`src/rtl/core/hlfd_pkg.sv`:
```
// Shared types and constants for the header/length frame detector.
// Holds the beat structs, the controller state enums and the command/status bundles.
// No dependencies.
`default_nettype none

package hlfd_pkg;

   // Input opcodes.
   localparam logic OP_FEED  = 1'b0;
   localparam logic OP_FLUSH = 1'b1;

   // Configuration register indexes.
   localparam int unsigned CSR_AW = 3;
   localparam logic [CSR_AW-1:0] CSR_MASK_LO     = 3'd0;
   localparam logic [CSR_AW-1:0] CSR_MASK_MID_LO = 3'd1;
   localparam logic [CSR_AW-1:0] CSR_MASK_MID_HI = 3'd2;
   localparam logic [CSR_AW-1:0] CSR_MASK_HI     = 3'd3;
   localparam logic [CSR_AW-1:0] CSR_OUT_LIMIT   = 3'd4;

   localparam int unsigned CSR_DW = 64;
   localparam int unsigned LIMIT_W = 7;
   localparam logic [LIMIT_W-1:0] LIMIT_RESET = 7'd64;

   typedef struct packed {
      logic       opcode;
      logic [7:0] data_byte;
   } req_type;

   typedef struct packed {
      logic [7:0] out_byte;
      logic       last_byte;
      logic       from_flush;
   } rsp_type;

   // Frame parsing phase.
   typedef enum logic [1:0] {
      PH_HUNT,
      PH_HEADER,
      PH_COLLECT
   } phase_type;

   // Emission sequencer state.
   typedef enum logic [1:0] {
      ST_IDLE,
      ST_READ,
      ST_LOAD
   } state_type;

   // Commands from the controller to the datapath.
   typedef struct packed {
      logic wr_header;
      logic wr_length;
      logic wr_payload;
      logic clear;
      logic emit_start;
      logic emit_flush;
      logic rd_issue;
      logic rd_next;
      logic load_out;
   } cmd_type;

   // Status from the datapath to the controller.
   typedef struct packed {
      logic header_hit;
      logic len_zero;
      logic len_big;
      logic count_done;
      logic limit_zero;
      logic out_free;
      logic emit_last;
   } status_type;

endpackage

`default_nettype wire

```
`src/rtl/core/hlfd_ram.sv`:
```
// Generic single-write, single-read RAM with a registered read port.
// Used for the frame store; no dependencies.
`default_nettype none

module hlfd_ram #(
   parameter int unsigned WIDTH = 8,
   parameter int unsigned DEPTH = 64
) (
   input  wire logic                     clock,
   input  wire logic                     wr_en,
   input  wire logic [$clog2(DEPTH)-1:0] wr_addr,
   input  wire logic [WIDTH-1:0]         wr_data,
   input  wire logic                     rd_en,
   input  wire logic [$clog2(DEPTH)-1:0] rd_addr,
   output logic      [WIDTH-1:0]         rd_data
);

   logic [WIDTH-1:0] mem_ff [DEPTH];
   logic [WIDTH-1:0] rd_data_ff;

   always_ff @(posedge clock) begin
      if (wr_en) begin
         mem_ff[wr_addr] <= wr_data;
      end
      if (rd_en) begin
         rd_data_ff <= mem_ff[rd_addr];
      end
   end

   assign rd_data = rd_data_ff;

endmodule

`default_nettype wire

```
`src/rtl/core/hlfd_datapath.sv`:
```
// Datapath of the frame detector: configuration registers, frame counters,
// frame store and the output register. Depends on hlfd_pkg and hlfd_ram.
`default_nettype none

module hlfd_datapath #(
   parameter int unsigned MAX_FRAME = 64
) (
   input  wire logic                         clock,
   input  wire logic                         reset,
   input  wire logic                         csr_we,
   input  wire logic [hlfd_pkg::CSR_AW-1:0]  csr_addr,
   input  wire logic [hlfd_pkg::CSR_DW-1:0]  csr_wdata,
   input  wire logic [7:0]                   data_byte,
   input  wire hlfd_pkg::cmd_type            cmd,
   output hlfd_pkg::status_type              status,
   input  wire logic                         rsp_ready,
   output logic                              rsp_valid,
   output hlfd_pkg::rsp_type                 rsp_data
);

   localparam int unsigned AW = $clog2(MAX_FRAME);
   localparam int unsigned CW = $clog2(MAX_FRAME + 1);
   localparam logic [7:0] LEN_MAX = 8'(MAX_FRAME - 2);
   localparam logic [CW-1:0] FILL_MAX = CW'(MAX_FRAME);

   logic [63:0] mask0_ff, mask1_ff, mask2_ff, mask3_ff;
   logic [hlfd_pkg::LIMIT_W-1:0] limit_ff;

   logic [7:0]    length_ff, length_in;
   logic [7:0]    count_ff, count_in;
   logic [CW-1:0] fill_ff, fill_in, fill_upd;
   logic [CW-1:0] idx_ff, idx_in;
   logic [CW-1:0] emit_len_ff, emit_len_in;
   logic          flush_ff, flush_in;
   logic          rsp_valid_ff, rsp_valid_in;
   hlfd_pkg::rsp_type rsp_data_ff, rsp_data_in;

   logic [255:0]  mask_all;
   logic [CW-1:0] idx_plus;
   logic [7:0]    count_plus;

   logic          ram_we;
   logic [AW-1:0] ram_waddr;
   logic [AW-1:0] ram_raddr;
   logic [7:0]    ram_rdata;

   // Configuration registers.
   always_ff @(posedge clock) begin
      if (reset) begin
         mask0_ff <= '0;
         mask1_ff <= '0;
         mask2_ff <= '0;
         mask3_ff <= '0;
         limit_ff <= hlfd_pkg::LIMIT_RESET;
      end else if (csr_we) begin
         case (csr_addr)
            hlfd_pkg::CSR_MASK_LO:     mask0_ff <= csr_wdata;
            hlfd_pkg::CSR_MASK_MID_LO: mask1_ff <= csr_wdata;
            hlfd_pkg::CSR_MASK_MID_HI: mask2_ff <= csr_wdata;
            hlfd_pkg::CSR_MASK_HI:     mask3_ff <= csr_wdata;
            hlfd_pkg::CSR_OUT_LIMIT:   limit_ff <= csr_wdata[hlfd_pkg::LIMIT_W-1:0];
            default: ;
         endcase
      end
   end

   assign mask_all   = {mask3_ff, mask2_ff, mask1_ff, mask0_ff};
   assign idx_plus   = idx_ff + CW'(1);
   assign count_plus = count_ff + 8'd1;

   always_comb begin
      status.header_hit = mask_all[data_byte];
      status.len_zero   = (data_byte == 8'd0);
      status.len_big    = (data_byte > LEN_MAX);
      status.count_done = (count_plus >= length_ff);
      status.limit_zero = (limit_ff == '0);
      status.out_free   = !rsp_valid_ff || rsp_ready;
      status.emit_last  = (idx_plus == emit_len_ff);
   end

   // Fill level after this beat's store write, before any clear.
   always_comb begin
      fill_upd = fill_ff;
      if (cmd.wr_header) begin
         fill_upd = CW'(1);
      end else if (cmd.wr_length) begin
         fill_upd = CW'(2);
      end else if (cmd.wr_payload && (fill_ff < FILL_MAX)) begin
         fill_upd = fill_ff + CW'(1);
      end
   end

   always_comb begin
      length_in   = length_ff;
      count_in    = count_ff;
      fill_in     = fill_upd;
      idx_in      = idx_ff;
      emit_len_in = emit_len_ff;
      flush_in    = flush_ff;
      if (cmd.wr_length) begin
         length_in = data_byte;
         count_in  = 8'd0;
      end else if (cmd.wr_payload) begin
         count_in = count_plus;
      end
      if (cmd.clear) begin
         length_in = 8'd0;
         count_in  = 8'd0;
         fill_in   = '0;
      end
      if (cmd.emit_start) begin
         idx_in   = '0;
         flush_in = cmd.emit_flush;
         if (7'(fill_upd) > limit_ff) begin
            emit_len_in = limit_ff[CW-1:0];
         end else begin
            emit_len_in = fill_upd;
         end
      end else if (cmd.rd_next) begin
         idx_in = idx_plus;
      end
   end

   // Output register: a loaded beat waits here until taken.
   always_comb begin
      rsp_valid_in = rsp_valid_ff;
      rsp_data_in  = rsp_data_ff;
      if (cmd.load_out) begin
         rsp_valid_in           = 1'b1;
         rsp_data_in.out_byte   = ram_rdata;
         rsp_data_in.last_byte  = status.emit_last;
         rsp_data_in.from_flush = flush_ff;
      end else if (rsp_ready) begin
         rsp_valid_in = 1'b0;
      end
   end

   always_ff @(posedge clock) begin
      if (reset) begin
         length_ff    <= '0;
         count_ff     <= '0;
         fill_ff      <= '0;
         idx_ff       <= '0;
         emit_len_ff  <= '0;
         flush_ff     <= 1'b0;
         rsp_valid_ff <= 1'b0;
      end else begin
         length_ff    <= length_in;
         count_ff     <= count_in;
         fill_ff      <= fill_in;
         idx_ff       <= idx_in;
         emit_len_ff  <= emit_len_in;
         flush_ff     <= flush_in;
         rsp_valid_ff <= rsp_valid_in;
      end
   end

   always_ff @(posedge clock) begin
      rsp_data_ff <= rsp_data_in;
   end

   // Frame store write and read addressing.
   always_comb begin
      ram_we    = cmd.wr_header || cmd.wr_length || (cmd.wr_payload && (fill_ff < FILL_MAX));
      ram_waddr = fill_ff[AW-1:0];
      if (cmd.wr_header) begin
         ram_waddr = AW'(0);
      end else if (cmd.wr_length) begin
         ram_waddr = AW'(1);
      end
      ram_raddr = cmd.rd_next ? idx_plus[AW-1:0] : idx_ff[AW-1:0];
   end

   hlfd_ram #(
      .WIDTH (8),
      .DEPTH (MAX_FRAME)
   ) u_store (
      .clock   (clock),
      .wr_en   (ram_we),
      .wr_addr (ram_waddr),
      .wr_data (data_byte),
      .rd_en   (cmd.rd_issue || cmd.rd_next),
      .rd_addr (ram_raddr),
      .rd_data (ram_rdata)
   );

   assign rsp_valid = rsp_valid_ff;
   assign rsp_data  = rsp_data_ff;

endmodule

`default_nettype wire

```
`src/rtl/core/hlfd_ctrl.sv`:
```
// Controller of the frame detector: frame parsing phase and emission sequencer.
// Depends on hlfd_pkg.
`default_nettype none

module hlfd_ctrl (
   input  wire logic                 clock,
   input  wire logic                 reset,
   input  wire logic                 req_valid,
   input  wire logic                 req_opcode,
   output logic                      req_ready,
   input  wire hlfd_pkg::status_type status,
   output hlfd_pkg::cmd_type         cmd
);

   hlfd_pkg::state_type state_ff, state_in;
   hlfd_pkg::phase_type phase_ff, phase_in;

   logic accept;
   logic is_flush;
   logic finish;
   logic drop;
   logic emit;

   // Decisions shared by the next-state and output logic.
   always_comb begin
      accept   = req_valid && (state_ff == hlfd_pkg::ST_IDLE);
      is_flush = (req_opcode == hlfd_pkg::OP_FLUSH);
      finish   = 1'b0;
      drop     = 1'b0;
      case (phase_ff)
         hlfd_pkg::PH_HEADER: begin
            finish = is_flush || status.len_zero;
            drop   = !is_flush && !status.len_zero && status.len_big;
         end
         hlfd_pkg::PH_COLLECT: begin
            finish = is_flush || status.count_done;
         end
         default: begin
            finish = 1'b0;
         end
      endcase
      finish = accept && finish;
      drop   = accept && drop;
      emit   = finish && !status.limit_zero;
   end

   // Next state.
   always_comb begin
      state_in = state_ff;
      phase_in = phase_ff;
      case (state_ff)
         hlfd_pkg::ST_IDLE: begin
            if (emit) begin
               state_in = hlfd_pkg::ST_READ;
            end
         end
         hlfd_pkg::ST_READ: begin
            state_in = hlfd_pkg::ST_LOAD;
         end
         hlfd_pkg::ST_LOAD: begin
            if (status.out_free && status.emit_last) begin
               state_in = hlfd_pkg::ST_IDLE;
            end
         end
         default: begin
            state_in = hlfd_pkg::ST_IDLE;
         end
      endcase
      if (accept) begin
         if (is_flush || finish || drop) begin
            phase_in = hlfd_pkg::PH_HUNT;
         end else begin
            case (phase_ff)
               hlfd_pkg::PH_HUNT: begin
                  if (status.header_hit) begin
                     phase_in = hlfd_pkg::PH_HEADER;
                  end
               end
               hlfd_pkg::PH_HEADER: begin
                  phase_in = hlfd_pkg::PH_COLLECT;
               end
               hlfd_pkg::PH_COLLECT: begin
                  phase_in = hlfd_pkg::PH_COLLECT;
               end
               default: begin
                  phase_in = hlfd_pkg::PH_HUNT;
               end
            endcase
         end
      end
   end

   // Outputs.
   always_comb begin
      req_ready      = (state_ff == hlfd_pkg::ST_IDLE);
      cmd            = '0;
      cmd.clear      = accept && (is_flush || finish || drop);
      cmd.emit_start = emit;
      cmd.emit_flush = is_flush;
      if (accept && !is_flush) begin
         case (phase_ff)
            hlfd_pkg::PH_HEADER:  cmd.wr_length  = 1'b1;
            hlfd_pkg::PH_COLLECT: cmd.wr_payload = 1'b1;
            default:              cmd.wr_header  = status.header_hit;
         endcase
      end
      case (state_ff)
         hlfd_pkg::ST_READ: begin
            cmd.rd_issue = 1'b1;
         end
         hlfd_pkg::ST_LOAD: begin
            cmd.load_out = status.out_free;
            cmd.rd_next  = status.out_free && !status.emit_last;
         end
         default: begin
            cmd.rd_issue = 1'b0;
         end
      endcase
   end

   always_ff @(posedge clock) begin
      if (reset) begin
         state_ff <= hlfd_pkg::ST_IDLE;
         phase_ff <= hlfd_pkg::PH_HUNT;
      end else begin
         state_ff <= state_in;
         phase_ff <= phase_in;
      end
   end

endmodule

`default_nettype wire

```
`src/rtl/core/header_length_frame_detector_unit.sv`:
```
// Header/length frame detector, top level. Depends on hlfd_pkg, hlfd_ctrl, hlfd_datapath.
// A beat that does not complete a frame leaves the block ready for the next beat. A completing
// beat (or a flush with content) is accepted, then the sequencer issues the first frame
// store read, then emits one byte per cycle from the store while the consumer is ready.
// The first result beat passes the store's read register and then the output register.
// Synchronous active-high reset clears all control state; no clearing pass is needed.
`default_nettype none

module header_length_frame_detector_unit #(
   parameter int unsigned MAX_FRAME = 64
) (
   input  wire logic                        clock,
   input  wire logic                        reset,
   // Input stream beats.
   input  wire logic                        req_valid,
   output logic                             req_ready,
   input  wire hlfd_pkg::req_type           req_data,
   // Result beats.
   output logic                             rsp_valid,
   input  wire logic                        rsp_ready,
   output hlfd_pkg::rsp_type                rsp_data,
   // Configuration writes.
   input  wire logic                        csr_we,
   input  wire logic [hlfd_pkg::CSR_AW-1:0] csr_addr,
   input  wire logic [hlfd_pkg::CSR_DW-1:0] csr_wdata
);

   // The controller owns the parsing phase (hunting, header seen, collecting) and the
   // emission sequencer. The datapath owns the counters, the header mask, the frame
   // store and the output register, and reports flags back to the controller.
   hlfd_pkg::cmd_type    cmd;
   hlfd_pkg::status_type status;

   hlfd_ctrl u_ctrl (
      .clock      (clock),
      .reset      (reset),
      .req_valid  (req_valid),
      .req_opcode (req_data.opcode),
      .req_ready  (req_ready),
      .status     (status),
      .cmd        (cmd)
   );

   // The output register lets the block accept a new input beat while the final byte
   // of the previous frame still waits for the consumer.
   hlfd_datapath #(
      .MAX_FRAME (MAX_FRAME)
   ) u_datapath (
      .clock     (clock),
      .reset     (reset),
      .csr_we    (csr_we),
      .csr_addr  (csr_addr),
      .csr_wdata (csr_wdata),
      .data_byte (req_data.data_byte),
      .cmd       (cmd),
      .status    (status),
      .rsp_ready (rsp_ready),
      .rsp_valid (rsp_valid),
      .rsp_data  (rsp_data)
   );

endmodule

`default_nettype wire
```
`config.mk`:
```
export PLATFORM = sky130hd
export DESIGN_NAME = header_length_frame_detector_unit
export DESIGN_NICKNAME = d
export VERILOG_FILES = /design/src/rtl/core/hlfd_pkg.sv /design/src/rtl/core/hlfd_ram.sv /design/src/rtl/core/hlfd_datapath.sv /design/src/rtl/core/hlfd_ctrl.sv /design/src/rtl/core/header_length_frame_detector_unit.sv
export SDC_FILE = /design/constraint.sdc
export NUM_CORES = 1
export LEC_CHECK = 0
export CAP_MARGIN = 0
export CORE_MARGIN = 3
export CORE_UTILIZATION = 45
export DETAILED_ROUTE_END_ITERATION = 16
export DONT_BUFFER_PORTS = 1
export PLACE_DENSITY_LB_ADDON = 0.05
export SYNTH_ARGS = -nofsm -noshare
export SYNTH_HDL_FRONTEND = slang
export SYNTH_SLANG_ARGS = --single-unit
```
`constraint.sdc`:
```
create_clock -name clock -period 6.42 [get_ports clock]
set_input_delay 0.642 -clock clock [delete_from_list [all_inputs] [get_ports clock]]
set_output_delay 0.642 -clock clock [all_outputs]
set_load 0.05 [all_outputs]
```
==> results of run 1 <==
## layout by cell type, fill, tap and decap left out, types with 13 or more instances in the layout
cell         n
or4_1       13
buf_4       43
clkbuf_1    17
o221ai_1    42
clkinv_2    18
nor4_1      14
a22oi_1     20
inv_1       29
a21oi_1    313
mux2_2      24
xnor2_1     20
xor2_1      13
o22ai_1     74
a31oi_1     14
or3_1       28
nor2_1     159
mux2i_1     83
nand3_1     50
and2_1      18
nand2b_1    17
o21ai_0     41
dfxtp_1    304
clkbuf_16   91
a311oi_1    17
nor3_1      33
clkinv_1    13
nand4_1     15
nand2_1    626
ha_1        20
mux4_2      95
a2111oi_0   39
edfxtp_1   530
nor2b_1     34
a32oi_1     13
## metal layers
metal | vias up | part of all wire | GRT usage | wire [um]
met3 | 200 | 0.051 | 0.0356 | 5450
met2 | 766 | 0.49 | 0.411 | 51800
met4 | 0 | 0.039 | 0.0936 | 4130
met5 | - | 0 | 0 | 0
met1 | 12396 | 0.42 | 0.328 | 45000
li1 | 11344 | - | - | -
## worst max path at each step
stage | from | endpoint | slack, ns | cells after the start
after floorplan | req_data[1] | u_datapath.emit_len_ff[2] | 1.72 | 24
after global placement | req_data[0] | u_datapath.emit_len_ff[0] | 1.40 | 18
after detailed placement | u_datapath.idx_ff[0] | u_datapath.u_store.rd_data[4] | 1.28 | 12
after CTS | u_datapath.idx_ff[0] | u_datapath.u_store.rd_data[4] | 1.23 | 12
after global routing | u_ctrl.state_ff[1] | u_datapath.emit_len_ff[3] | 0.99 | 19
final | u_datapath.idx_ff[2] | u_datapath.u_store.rd_data[4] | 1.25 | 11
## critical path: stages, from the launching register on
cell and delay, ns:
dfxtp_1 0.69, and3_1 0.42, xnor2_1 0.18, o41ai_4 0.67, o21a_2 0.70, buf_4 0.41
a2111oi_0 0.12, a2111oi_0 0.81, buf_4 0.23, o21ai_0 0.08, a32oi_1 0.49, or4_1 0.21
## area by class of cell
class / instances / area share
timing repair buffer: 44 / 0.00858
inverter: 30 / 0.00282
clock buffer: 115 / 0.0610
clock inverter: 47 / 0.0116
tap: 1050 / 0.0329
multi-input combinational: 2001 / 0.331
sequential: 836 / 0.552
## Yosys cell counts, types with 7 or more instances
cell	n
a22oi_1	20
a2111oi_0	40
ha_1	21
a32oi_1	13
mux4_1	8
xnor2_1	20
mux4_2	95
mux2_2	24
a21oi_1	313
a31oi_1	14
nor3b_1	10
nand4_1	15
nand2_1	627
o32ai_1	7
nor2_1	161
buf_1	10
o21ai_0	41
clkbuf_1	139
o221ai_1	42
a311oi_1	17
buf_2	34
and3_1	9
buf_4	15
nand3_1	51
nor2b_1	34
nand3b_1	7
o22ai_1	74
nand2b_1	17
dfxtp_1	306
or4_1	13
edfxtp_1	530
mux2i_1	83
nor3_1	35
and2_1	19
inv_1	29
or3_1	28
buf_6	22
xor2_1	13
nor4_1	14
o31ai_1	7
a211oi_1	7
## kinds of logic after synthesis
logic type | after synthesis | share of synthesized area
flops | 836 | 0.605
fa+ha+maj | 21 | 0.00722
compound gates | 665 | 0.120
buf+inv | 250 | 0.0330
xor+xnor | 36 | 0.00959
simple gates | 1068 | 0.129
mux | 211 | 0.0952
## flip-flops by register name (all words and copies together), names as in the netlist
register / flops
u_datapath.length_ff: 8
u_datapath.mask3_ff: 64
u_datapath.u_store.mem_ff: 512
u_datapath.fill_ff: 7
u_datapath.idx_ff: 7
u_ctrl.phase_ff: 2
u_datapath.mask0_ff: 64
u_datapath.rsp_valid: 1
u_datapath.u_store.rd_data: 8
u_datapath.mask2_ff: 64
u_datapath.emit_len_ff: 7
u_datapath.count_ff: 8
u_datapath.mask1_ff: 64
u_ctrl.state_ff: 2
u_datapath.flush_ff: 1
u_datapath.rsp_data: 10
u_datapath.limit_ff: 7
## stage by stage
| stage | utilization | area (um^2) |
|---|---|---|
| floorplan | - | 36400 |
| global placement | 0.466 | 37100 |
| detailed placement | 0.466 | 37100 |
| CTS | 0.503 | 40000 |
| global route | 0.503 | 40000 |
| finish | 0.503 | 40000 |
## power by group through the flow
stage / Clock (W) / Combinational [W] / Sequential [W]
final: 0.00514 / 0.000268 / 0.00577
after global routing: 0.00545 / 0.000293 / 0.00577
after CTS: 0.00523 / 0.000269 / 0.00577
after detailed placement: 0 / 0.000269 / 0.00588
after global placement: 0 / 0.000264 / 0.00588
after floorplan: 0 / 0.000257 / 0.00588
==> out/results.ini, run 1 <==
[timing]
fmax_ghz=0.194
final.setup.tns_ns=0
finalHoldWorstSlack_ns=0.110
rsz0062_at_grt=false
final.setup.worst_slack_ns=1.25
final.min_clock_period_ns=5.17
hold_violations=0
skew_ns=0.0297
maxSlewHeadroom=0.223
setup_viol=0
drv_slew=0
final.period_utilization=0.805
tightest_slew_ns=1.16

[job]
max_cap_viol_count=0

[die]
fp-row-count=103
io_pins=93
dieHeight_um=290
start_util=0.458
die_x_um=290
core_mm2=0.0795
die_area_mm2=0.0844

[synth]
synth-warning-count=0
synth_async_sr_flop_share=0
synth_top_area_share=0.437
synth_area_mm2=0.0364
synth_fp_nets=3189
seq_area_frac_synth=0.605
synth_ff_type=edfxtp_1
yosysTopAreaCell=edfxtp_1
synth.distinct_cells=92
synth-seq-cells=836
synthTopCellsByArea=edfxtp_1 44%, dfxtp_1 17%, nand2_1 6.5%
synth.avg_cell_area_um2=11.8
synth_edf_count=530
syn_inst=3087

[clocking]
post_cts_buffers=0
clock_tree.root_cell=clkbuf_16
cts.hold.buffers_added=0
cts_tree=built
clkLatencyLatePin_ns=0.65
numClockSinks=836
cts_buffer_depth=3
clk_pin_slew_worst_paths_ns=0.07
cts_resized=0
cts_buffers=89
htreeDepth=3

[cells_and_area]
area_growth_pct=9.75
seqCellArea_mm2=0.0220
drive_gt1_frac=0.115
final_cells=4123
antennaDiodeCount=0
finalNetCount=3104
multi_input_area_mm2=0.0132
fillers=6929

[hold_path]
min_path_type=in2reg
whs_path_depth=0
hold_path.startpoint=req_data[1]
holdPathEnd=u_datapath.u_store.mem_ff[43][1]

[critical_path]
r2r_cells=11
crit_path_end_kind=register
cp-start-kind=register
path_class=reg2reg
crit_required_ns=6.94
cp_max_fo=29
worstPathArrival_ns=5.68
r2r-end=u_datapath.u_store.rd_data[4]
timing.rr.start=u_datapath.idx_ff[2]
reg2reg_slack_ns=1.25

[drt]
routed_via_density=5.99
vias=24706
postRouteAntennaNets=0
firstDrtPassIters=5
wl_um=106000
drc=0
wl_per_cell_um=25.8
drt_iter0_markers=2190

[pwr]
pwr-share-comb=0.024
p_leak_nw=12.7
ir_worst_vdd_mv=0.206
seqPwrFrac=0.516
p_sw_w=0.00229
powerDensity_mw_per_mm2=280
swShare=0.205
p_clk_frac=0.460
power_w=0.0112
intPower_w=0.00889

[grt]
antenna_found_initial=0
grt_usage=0.246
grt_max_degree=280
gr-total-overflow=0
grt_pass1_wl_um=158000
grt_pass1_vias=24058

[placed_design]
gp_congestion=0.890
portBuffers=0
dp.cells=3961
place_ws_ns=1.28
dp_hpwl_um=67400

[outcome]
status=completed

Power figures use the tool's default switching activity.
==> run 2, diff against run 1 <==
- ABC_AREA: default -> 1
- clock period: 6.42 -> 4.8 ns (I/O delays scaled with it)
==> out/results.ini, run 2 <==
[grt]
gr-total-overflow=0  ; unchanged
grt_max_degree=135  ; -52%
grt_pass1_vias=27358  ; +14%
antenna_found_initial=3  ; +3
grt_pass1_wl_um=172000  ; +9.0%
grt_usage=0.260  ; +0.0140

[pwr]
pwr-share-comb=0.074  ; +0.050
p_clk_frac=0.446  ; -0.014
p_sw_w=0.00382  ; +67%
powerDensity_mw_per_mm2=379  ; +36%
ir_worst_vdd_mv=0.256  ; +24%
p_leak_nw=17.7  ; +40%
swShare=0.236  ; +0.0311
intPower_w=0.0124  ; +39%
seqPwrFrac=0.480  ; -0.036

[die]
io_pins=93  ; unchanged
start_util=0.455  ; -0.00276
die_area_mm2=0.0867  ; +2.7%
core_mm2=0.0822  ; +3.4%
fp-row-count=105  ; +1.9%
dieHeight_um=294  ; +1.4%
die_x_um=294  ; +1.4%

[critical_path]
cp_num_buf_inv=5  ; +3
cpPeakStageDelay_ns=0.34  ; -0.47 ns
cp-start-kind=register
reg2reg_slack_ns=0.70  ; -0.55 ns
critPathSlowestCell=dfxtp_1
crit_required_ns=5.30  ; -1.64 ns
crit_path_end_kind=register
critPathMostFrequentCell=nand2_1
critical-path-top-delay-family=simple AND/OR/NAND/NOR gates
crit_chain=nor2_1 -> buf_4 -> nand2_1 -> nor2_1 -> inv_1 -> nor2_1 -> inv_1 -> nor2_2 -> nand2_1 -> nor3b_1 -> xor2_1 -> nor2_1 -> nand2_1 -> inv_1 -> ha_1 -> a21oi_1 -> or2_2 -> o2111ai_1 -> nand2_1 -> inv_1 -> nand2_1 -> nand3_1 -> o21ai_0
worstPathArrival_ns=4.59  ; -1.09 ns
cp_max_fo=16  ; -45%
path_class=reg2reg

[clocking]
clkLatencyLatePin_ns=0.65  ; about the same
clock_tree.root_cell=clkbuf_16
cts_buffers=91  ; +2.2%
cts_buffer_depth=3  ; unchanged
clk_pin_slew_worst_paths_ns=0.06  ; about the same
htreeDepth=3  ; unchanged
numClockSinks=836  ; unchanged
post_cts_buffers=0  ; unchanged
cts_tree=built
cts_resized=0  ; unchanged

[timing]
final.period_utilization=0.854  ; +0.0491
maxSlewHeadroom=0.303  ; +0.0795
tightest_slew_ns=1.04  ; -0.119 ns
skew_ns=0.0248  ; -0.00489 ns
final.setup.tns_ns=0  ; unchanged
final.min_clock_period_ns=4.10  ; -1.07 ns
drv_slew=0  ; unchanged
setup_viol=0  ; unchanged
rsz0062_at_grt=false
hold_violations=0  ; unchanged
fmax_ghz=0.244  ; +26%

[outcome]
status=completed

[placed_design]
gp_congestion=0.842  ; -5.4%
portBuffers=0  ; unchanged
dp_hpwl_um=66500  ; -1.4%

[synth]
synth.distinct_cells=40  ; -57%
ys_top_cells_by_count=687 x nand2_1, 641 x inv_1, 632 x nor2_1, 583 x nand3_1, 530 x edfxtp_1
yosysTopAreaCell=edfxtp_1
synth-warning-count=0  ; unchanged
synth.avg_cell_area_um2=8.64  ; -27%
synth_area_mm2=0.0374  ; +2.8%
synth-seq-cells=836  ; unchanged
synth_fp_nets=4432  ; +39%
seq_area_frac_synth=0.589  ; -0.0165
syn_inst=4330  ; +40%
synth_async_sr_flop_share=0  ; unchanged
synth_ff_type=edfxtp_1
synth_edf_count=530  ; unchanged
synth_top_area_share=0.425  ; -0.0119
synthTopCellsByArea=edfxtp_1 43%, dfxtp_1 16%, nand3_1 7.8%
synthMostInstantiatedCell=nand2_1

[hold_path]
min_path_type=in2reg

[cells_and_area]
area_growth_pct=14.2
regMostFlops=u_datapath.u_store.mem_ff
final_common_cell=nand2_1
drive_gt1_frac=0.0723  ; -0.0429
largest_reg_flops=512  ; unchanged
fillers=7767  ; +12%
finalNetCount=4483  ; +44%
layout_common_cells=686 x nand2_1, 640 x inv_1, 632 x nor2_1
final_core_util=0.520  ; +0.0171
antennaDiodeCount=0  ; unchanged

[drt]
routed_via_density=5.24  ; -13%
wl_per_cell_um=20.6  ; -20%
vias=28963  ; +17%
postRouteAntennaNets=0  ; unchanged
drt_iter0_markers=2307  ; +5.3%
wl_um=114000  ; +6.7%
firstDrtPassIters=5  ; unchanged
drc=0  ; unchanged

[job]
max_cap_viol_count=0  ; unchanged

## run 2: cell count changes in the layout (fill, tap and decap cells not counted), moves of 77 or more
cell     before  now
a21oi_1     313  133
buf_4        43  120
inv_1        29  640
mux2i_1      83    0
mux4_2       95    0
nand3_1      50  580
nor2_1      159  632
o21ai_0      41  395
## run 2: logic make-up after synthesis
group / synth area share
DFF: 0.589
buffers and inverters: 0.0973
adders and majority gates: 0.00702
AOI/OAI and AO/OA: 0.0858
and+or+nand+nor: 0.220
xor gates and xnor gates: 0.00140
## run 2: layout make-up
class	count	area, um^2	area share
inverter	650	2450	0.0573
sequential	836	22000	0.516
multi-input combinational	2595	11800	0.277
tap	1070	1340	0.0313
clock buffer	129	2590	0.0606
clock inverter	38	480	0.0112
timing repair buffer	207	2000	0.0468
## run 2: power by group through the flow
| stage | logic (W) | clock network, W | registers (W) |
|---|---|---|---|
| 2_1_floorplan | 0.000713 | 0 | 0.00792 |
| 4_1_cts | 0.00120 | 0.00735 | 0.00778 |
| 5_1_grt | 0.00132 | 0.00765 | 0.00779 |
| 6_report | 0.00120 | 0.00724 | 0.00778 |
| 3_5_place_dp | 0.00102 | 0 | 0.00793 |
| 3_3_place_gp | 0.00102 | 0 | 0.00793 |
## run 2: stage by stage
step	setup slack (ns)	cell area, um^2	power [W]	cells	hold slack [ns]
2_1_floorplan	0.919	37400	0.00863	4330	0.400
3_3_place_gp	0.511	38700	0.00895	5280	0.416
3_5_place_dp	0.402	38700	0.00895	5280	0.429
4_1_cts	0.670	42700	0.0163	5525	0.0000556
5_1_grt	0.138	42700	0.0168	5525	0.0161
6_report	0.702	42700	0.0162	5525	0.0258
## run 2: final timing paths
| kind | from | end | depth (start not counted) |
|---|---|---|---|
| max reg2reg | u_ctrl.state_ff[0] | u_datapath.emit_len_ff[4] | 23 |
| min | csr_wdata[4] | u_datapath.mask2_ff[4] | 2 |
| max | u_ctrl.state_ff[0] | u_datapath.emit_len_ff[4] | 23 |
| min reg2reg | u_datapath.flush_ff | u_datapath.rsp_data[0] | 0 |
## run 2: layer usage
| metal | share of wire | track usage |
|---|---|---|
| met3 | 0.051 | 0.0332 |
| met1 | 0.43 | 0.345 |
| met2 | 0.49 | 0.453 |
| met5 | 0 | 0 |
| met4 | 0.023 | 0.0676 |
## run 2: timing repair
item | in CTS | in global routing
hold buffers | 78 | 0
endpoints found under the hold margin | 700 | 0
endpoints found under the setup margin | 0 | 0
